--- src/rtl/lnpe_pkg.sv ---
// Shared types and constants for the lattice neighbor pair energy block.
`default_nettype none

package lnpe_pkg;

  localparam int DEFAULT_MAX_SIDE = 32;
  localparam int COORD_W          = 5;
  localparam int SIZE_W           = 6;
  localparam int ENERGY_W         = 16;
  localparam int SUM_W            = 19;
  localparam int CFG_INDEX_W      = 4;
  localparam int CFG_DATA_W       = 16;

  localparam logic [SIZE_W-1:0] SIZE_RESET = 6'd32;

  localparam logic MODE_WRITE = 1'b0;
  localparam logic MODE_QUERY = 1'b1;

  localparam logic [1:0] TYPE_OTHER = 2'd0;
  localparam logic [1:0] TYPE_WATER = 2'd1;
  localparam logic [1:0] TYPE_TAIL  = 2'd2;
  localparam logic [1:0] TYPE_OIL   = 2'd3;

  localparam logic [CFG_INDEX_W-1:0] CFG_ENERGY_WW = 4'd0;
  localparam logic [CFG_INDEX_W-1:0] CFG_ENERGY_OW = 4'd1;
  localparam logic [CFG_INDEX_W-1:0] CFG_ENERGY_TT = 4'd2;
  localparam logic [CFG_INDEX_W-1:0] CFG_ENERGY_OT = 4'd3;
  localparam logic [CFG_INDEX_W-1:0] CFG_ENERGY_OO = 4'd4;
  localparam logic [CFG_INDEX_W-1:0] CFG_SIZE_X    = 4'd5;
  localparam logic [CFG_INDEX_W-1:0] CFG_SIZE_Y    = 4'd6;
  localparam logic [CFG_INDEX_W-1:0] CFG_SIZE_Z    = 4'd7;

  typedef struct packed {
    logic               mode;
    logic [COORD_W-1:0] x_coord;
    logic [COORD_W-1:0] y_coord;
    logic [COORD_W-1:0] z_coord;
    logic [1:0]         new_type;
  } in_item_t;

  typedef struct packed {
    logic signed [SUM_W-1:0] energy_sum;
    logic [1:0]              centre_type;
  } out_item_t;

  typedef struct packed {
    logic signed [ENERGY_W-1:0] water_water;
    logic signed [ENERGY_W-1:0] oil_water;
    logic signed [ENERGY_W-1:0] tail_tail;
    logic signed [ENERGY_W-1:0] oil_tail;
    logic signed [ENERGY_W-1:0] oil_oil;
  } energy_set_t;

  typedef struct packed {
    logic load_centre;
    logic add_one;
  } acc_ctl_t;

endpackage

`default_nettype wire

--- src/rtl/lnpe_pair_accum.sv ---
// Pair energy lookup and running sum over the neighbors of one site.
`default_nettype none

module lnpe_pair_accum (
  input  wire logic                                 clk,
  input  wire lnpe_pkg::acc_ctl_t                   ctl,
  input  wire lnpe_pkg::energy_set_t                energy,
  input  wire logic [1:0]                           centre_in,
  input  wire logic [1:0]                           nb_a,
  input  wire logic [1:0]                           nb_b,
  output logic signed [lnpe_pkg::SUM_W-1:0]         sum,
  output logic [1:0]                                centre
);

  logic signed [lnpe_pkg::SUM_W-1:0] sum_r;
  logic signed [lnpe_pkg::SUM_W-1:0] sum_nxt;
  logic [1:0]                        centre_r;
  logic [1:0]                        centre_nxt;

  function automatic logic signed [lnpe_pkg::SUM_W-1:0] pair_energy(
    input logic [1:0]           a,
    input logic [1:0]           b,
    input lnpe_pkg::energy_set_t e
  );
    logic signed [lnpe_pkg::ENERGY_W-1:0] v;
    if (a == lnpe_pkg::TYPE_OTHER || b == lnpe_pkg::TYPE_OTHER) begin
      v = '0;
    end else if (a == lnpe_pkg::TYPE_WATER && b == lnpe_pkg::TYPE_WATER) begin
      v = e.water_water;
    end else if (a == lnpe_pkg::TYPE_WATER || b == lnpe_pkg::TYPE_WATER) begin
      v = e.oil_water;
    end else if (a == lnpe_pkg::TYPE_TAIL && b == lnpe_pkg::TYPE_TAIL) begin
      v = e.tail_tail;
    end else if (a == lnpe_pkg::TYPE_OIL && b == lnpe_pkg::TYPE_OIL) begin
      v = e.oil_oil;
    end else begin
      v = e.oil_tail;
    end
    return {{(lnpe_pkg::SUM_W-lnpe_pkg::ENERGY_W){v[lnpe_pkg::ENERGY_W-1]}}, v};
  endfunction

  always_comb begin
    sum_nxt    = sum_r;
    centre_nxt = centre_r;
    if (ctl.load_centre) begin
      // centre row carries the site and both z neighbors
      centre_nxt = centre_in;
      sum_nxt    = pair_energy(centre_in, nb_a, energy) + pair_energy(centre_in, nb_b, energy);
    end else if (ctl.add_one) begin
      sum_nxt = sum_r + pair_energy(centre_r, nb_a, energy);
    end
  end

  always_ff @(posedge clk) begin
    sum_r    <= sum_nxt;
    centre_r <= centre_nxt;
  end

  assign sum    = sum_r;
  assign centre = centre_r;

endmodule

`default_nettype wire

--- config.mk ---
export PLATFORM = sky130hd
export DESIGN_NAME = lnpe_pair_accum
export DESIGN_NICKNAME = d
export VERILOG_FILES = /design/src/rtl/lnpe_pkg.sv /design/src/rtl/lnpe_pair_accum.sv
export SDC_FILE = /design/constraint.sdc
export NUM_CORES = 1
export LEC_CHECK = 0
export BUFFER_PORTS_ARGS = -buffer_cell sky130_fd_sc_hd__buf_2
export CORE_MARGIN = 3
export CORE_UTILIZATION = 45
export DETAILED_ROUTE_END_ITERATION = 8
export GPL_TIMING_DRIVEN = 0
export HOLD_SLACK_MARGIN = 0.12
export PLACE_DENSITY = 0.68
export REMOVE_ABC_BUFFERS = 1
export SLEW_MARGIN = 10
export SYNTH_ARGS = -nofsm -noshare
export SYNTH_HDL_FRONTEND = slang
export SYNTH_SLANG_ARGS = --single-unit
--- constraint.sdc ---
create_clock -name clk -period 8.39 [get_ports clk]
set_clock_uncertainty 0.1 [all_clocks]
set_input_delay 0.839 -clock clk [delete_from_list [all_inputs] [get_ports clk]]
set_output_delay 0.839 -clock clk [all_outputs]
set_load 0.005 [all_outputs]
# ---- Word-level counts from Yosys, hierarchy flattened
# Index checks and enable logic that the tools add are counted.
dict set report word_totals {
  register_bits 21
  latchBits 0
  mem_bits_rw 0
  romBits 0
  inputBits 89
  word_cells 57
  n_memories 0
}
dict set report classes {
  add_sub_neg 2
  multipliers 0
  n_div 0
  order_cmp 0
  n_eq_ne 12
  n_shift 0
  n_mux 21
  bitwise_logic 0
  reduce_logical 20
}
# op count
set op_table {}
lappend op_table {{two-way mux 16 bit} 19}
lappend op_table {{two-way mux 19 bit} 2}
lappend op_table {{adder 19 x 16 -> 19 bit} 1}
lappend op_table {{adder 16 x 16 -> 17 bit} 1}
lappend op_table {{equality test 2 bit, second input constant} 8}
lappend op_table {{logical AND 1 bit} 9}
lappend op_table {{equality test 2 x 1 -> 1 bit, second input constant} 4}
lappend op_table {{logical NOT 2 bit} 4}
lappend op_table {{logical OR 1 bit} 6}
lappend op_table {{nonzero test 2 bit} 1}

# ---- Depth between registers and ports, before layout
dict set report logic_depth {
  ltp_word 12
  mapped_depth 17
  ltp_nobuf 15
}

# ---- Worst setup path before layout
# Ideal clock, no wire load.
dict set report synth_timing {
  path_type {input -> register}
  startpoint {input port nb_a[1]}
  endpoint {register sum_r (netlist bit sum[18]), data pin}
  setup_ns 0.152
  arrival_ns 3.708
  setup_slack_ns 4.431
  cell_stages 15
  n_path_buf 4
  cell_sequence {buf_6 -> nor2b_1 -> buf_2 -> or2_0 -> clkbuf_1 -> clkbuf_1 -> nor2_1 -> nor3_1 -> ha_1 -> a21o_1 -> a211o_1 -> o21ai_2 -> a21oi_1 -> or4_1 -> a31oi_1}
}
dict set report synth_via {
  elab_chain_len 12
}
# element line_no
set synth_rtl {}
lappend synth_rtl {{start, declared} lnpe_pair_accum.sv:9} ;# input wire logic [1:0] nb_a,
lappend synth_rtl {{equality test 2 bit} lnpe_pair_accum.sv:34} ;# end else if (a == lnpe_pkg::TYPE_OIL && b == lnpe_pkg::TYPE_OIL) begin
lappend synth_rtl {{logical AND 1 bit} lnpe_pair_accum.sv:34}
lappend synth_rtl {{two-way mux 16 bit} lnpe_pair_accum.sv:34}
lappend synth_rtl {{two-way mux 16 bit} lnpe_pair_accum.sv:32} ;# end else if (a == lnpe_pkg::TYPE_TAIL && b == lnpe_pkg::TYPE_TAIL) begin
lappend synth_rtl {{two-way mux 16 bit} lnpe_pair_accum.sv:30} ;# end else if (a == lnpe_pkg::TYPE_WATER || b == lnpe_pkg::TYPE_WATER) begin
lappend synth_rtl {{two-way mux 16 bit} lnpe_pair_accum.sv:28} ;# end else if (a == lnpe_pkg::TYPE_WATER && b == lnpe_pkg::TYPE_WATER) begin
lappend synth_rtl {{two-way mux 16 bit} lnpe_pair_accum.sv:26} ;# if (a == lnpe_pkg::TYPE_OTHER || b == lnpe_pkg::TYPE_OTHER) begin
lappend synth_rtl {{two-way mux 16 bit} lnpe_pair_accum.sv:49} ;# end else if (ctl.add_one) begin
lappend synth_rtl {{two-way mux 16 bit} lnpe_pair_accum.sv:45} ;# if (ctl.load_centre) begin
lappend synth_rtl {{adder 19 x 16 -> 19 bit} lnpe_pair_accum.sv:50} ;# sum_nxt = sum_r + pair_energy(centre_r, nb_a, energy);
lappend synth_rtl {{two-way mux 19 bit} lnpe_pair_accum.sv:49}
lappend synth_rtl {{two-way mux 19 bit *} lnpe_pair_accum.sv:45}
lappend synth_rtl {{net sum_nxt (one bit)} lnpe_pair_accum.sv:16} ;# logic signed [lnpe_pkg::SUM_W-1:0] sum_nxt;
lappend synth_rtl {{end signal, assigned} lnpe_pair_accum.sv:55} ;# sum_r <= sum_nxt;
lappend synth_rtl {{end, declared} lnpe_pair_accum.sv:15} ;# logic signed [lnpe_pkg::SUM_W-1:0] sum_r;
# Mark *: on every way through the listed nets, which the timed path passes. The rest lies on a longest branch. The select of a mux whose other input is x is not followed.
# A chain may end at the register's enable or synchronous reset.

# ---- Worst setup path in the final report
dict set report layout_timing {
  startpoint {input port nb_a[0]}
  endpoint {register sum_r (netlist bit sum[13]), data pin}
}
# The elaborated chain is that of the path after synthesis.

==> summary.txt <==
Timing
  – Max Freq: 201 MHz
  – Final hold vios: 0
  – RSZ-0062 raised after global routing: false
  – Pin slew with the least headroom to its limit: 1.24 ns
  – Tmin final: 4.97 ns
  – Tcrit/Tclk final: 59.3%
  – Slew margin rel.: 17.3%
  – Setup TNS: 0 ns
  – Slew Limit Fails: 0
  – Setup Viol. Count Final: 0
  – Hold Slack: 0.606 ns

Critical path
  – Worst Path Max Fanout: 16
  – CP arrival: 4.86 ns
  – Worst r2r src: centre[0]
  – Crit Path Class: in2reg
  – WP data required: 8.28 ns
  – Reg-to-Reg End: sum[14]
  – CP Capture Type: flop
  – Worst Reg-to-Reg Cells: 13
  – Reg-to-reg slack, setup: 3.85 ns
  – Worst Setup Start Kind: primary input

Routing
  – Max layer used: met4
  – Residual DRC: 0
  – DRT Pass-1 Iters: 5
  – Antenna-violating nets left: 0
  – DRT Wirelength: 15.5 mm
  – Wire length on met3: 1.34 mm
  – Total number of vias: 5561
  – DR WL met2: 6.80 mm
  – DRT met1 WL: 6.99 mm
  – Wirelength per Cell: 17.3 um
  – Routed vias/inst: 6.23
  – Detailed router's first-iteration violation count: 549

Status
  – Outcome: finished, final reports clean

Clock tree
  – Clock Tree Root: clkbuf_8
  – Setup Fix Bufs, Post-CTS: 0
  – Clock buffer count from CTS: 3
  – CTS resizes: 0
  – TritonCTS clock tree: yes
  – Worst-Skew Late Latency: 0.27 ns
  – CTS clk-pin slew, worst paths: 0.08 ns
  – Maximum buffer depth of the clock tree: 2
  – Htree depth: 1
  – Hold_buf cts: 0
  – Clock Sinks: 21

Global routing
  – Initial antenna violation count: 0
  – Total gr overflow: 0
  – First-pass GRT wire length: 24.7 mm
  – Vias in the first global route: 5020
  – GRT Resource Usage Total: 26.3%
  – Largest net degree at the start of global routing: 37

Synth
  – Fraction of registers with async set/reset: 0%
  – Cell taking the most area after synthesis: edfxtp_1
  – Post-Syn Instances: 693
  – #FFs+latches synth: 21
  – Yosys top cell area share: 13.9%
  – Synth top area cells: edfxtp_1 (14%), nand2_1 (9.7%), ha_1 (9.4%), nor2_1 (6.8%), o22ai_1 (6.6%)
  – Post-synth EDFFs: 21
  – Distinct cells, synth: 58
  – Yosys Warn Count: 0
  – Sequential area share after synthesis: 13.9%
  – Avg Synthesized Cell Area: 6.56 sq um
  – Netlist Area Pre-Place: 4540 sq um
  – Post-synth top flop: edfxtp_1

Die
  – IO Pins: 110
  – Starting density of the core: 46.5%
  – Die Area: 11300 sq um
  – Core area: 9770 sq um
  – Placement Rows: 36
  – Die height: 106 um
  – Die Span X: 106 um

Min path
  – Hold Crit Class: reg2reg
  – HP Start: sum[0]
  – Worst Hold End: sum[0]
  – Hold Path Stages: 2

Pwr
  – Internal Power: 0.000502 W
  – Worst vdd ir: 0.0887 mV
  – Sw Ratio: 47.8%
  – Seq pwr share: 21.2%
  – Power Dens Cells: 187 nW/um^2
  – Net Switching: 0.000461 W
  – Share of total power in the clock network: 7.3%
  – Gate power share: 71.4%
  – Pleak: 2.26 nW
  – Total Power: 0.000963 W

Final layout
  – Most common cell after layout, fill and taps aside: nand2_1
  – Final nets: 886
  – Antenna cells: 0
  – Most frequent cells in the layout: nand2_1 (118), buf_2 (109), nor2_1 (82)
  – Fraction of layout cells with a size suffix above 1: 16.6%
  – Area grow syn2layout: 13.2%

Placed design
  – Post-DP HPWL: 11.8 mm
  – Final GP Congestion: 0.905
  – PortBufs: 109

Flow run
  – Max_cap viols: 0
## registers in the layout, summed over array words and instances, names as in the netlist
signal  flops
centre      2
sum        19
## power by group through the flow
stage	Sequential [W]	Clock (W)	Combinational [W]
after CTS	0.000205	0.0000713	0.000675
after detailed placement	0.000207	0	0.000669
final	0.000205	0.0000707	0.000688
after global placement	0.000206	0	0.000655
after floorplan	0.000206	0	0.000479
after global routing	0.000210	0.0000757	0.000768
## final cells by class
cell class,instances,area [sq um]
fillers,994,4630
multi-input cells,616,3710
flip-flops and latches,21,631
repair buffers,110,553
well taps,133,166
clock buffers,4,45.0
inverters,9,33.8
## worst max-delay path, cell delays in order
cell and delay, ns:
buf_2 0.20, nor2b_1 0.59, or2_0 0.85, a211oi_1 0.18, a311oi_1 0.45, nor2_1 0.09, ha_1 0.31, a21o_1 0.18
nand4_1 0.15, a32oi_1 0.16, nor4b_1 0.58, or3_1 0.20, a31oi_1 0.09
## routing by layer
metal	vias to the layer above	track usage, %
met5	-	0
met4	0	6.94
met3	36	4.07
met2	297	41.8
met1	2509	37.2
li1	2719	-
## Yosys cell counts, types with 13 or more instances
cell type	number
ha_1	34
nor2b_1	14
nand3_1	24
edfxtp_1	21
a31oi_1	34
nor2_1	82
a21oi_1	36
xnor2_1	15
clkbuf_1	38
a211oi_1	24
o22ai_1	48
nand2_1	118
o21ai_0	31
a21o_1	13
nor3_1	35
## per-stage QoR
stage | util (%) | worst slack [ns] | cell area (sq um) | instances
4_1_cts | 52.3 | 3.62 | 5110 | 893
3_3_place_gp | 51.7 | 3.44 | 5050 | 888
2_1_floorplan | - | 4.37 | 4340 | 646
3_5_place_dp | 51.9 | 3.37 | 5070 | 889
6_report | 52.6 | 3.42 | 5140 | 893
5_1_grt | 52.6 | 2.90 | 5140 | 893
## worst max path at each step
stage / from / slack, ns / end / depth (start not counted)
floorplan: nb_a[0] / 4.37 / sum[12] / 12
global placement: nb_a[0] / 3.44 / sum[13] / 13
detailed placement: nb_a[1] / 3.37 / sum[13] / 13
CTS: nb_a[1] / 3.62 / sum[13] / 13
global route: nb_a[0] / 2.90 / sum[13] / 13
finish: nb_a[0] / 3.42 / sum[13] / 13
## kinds of logic after synthesis
group | after synthesis | share of synthesized area [%]
multiplexers | 11 | 2.51
flip-flops | 21 | 13.9
buffers and inverters | 56 | 5.15
AND/OR/NAND/NOR | 315 | 31.5
XOR/XNOR | 23 | 4.43
AO/OA/AOI/OAI | 231 | 32.3
adder cells (fa/ha/maj) | 36 | 10.2
Power figures use the tool's default switching activity.
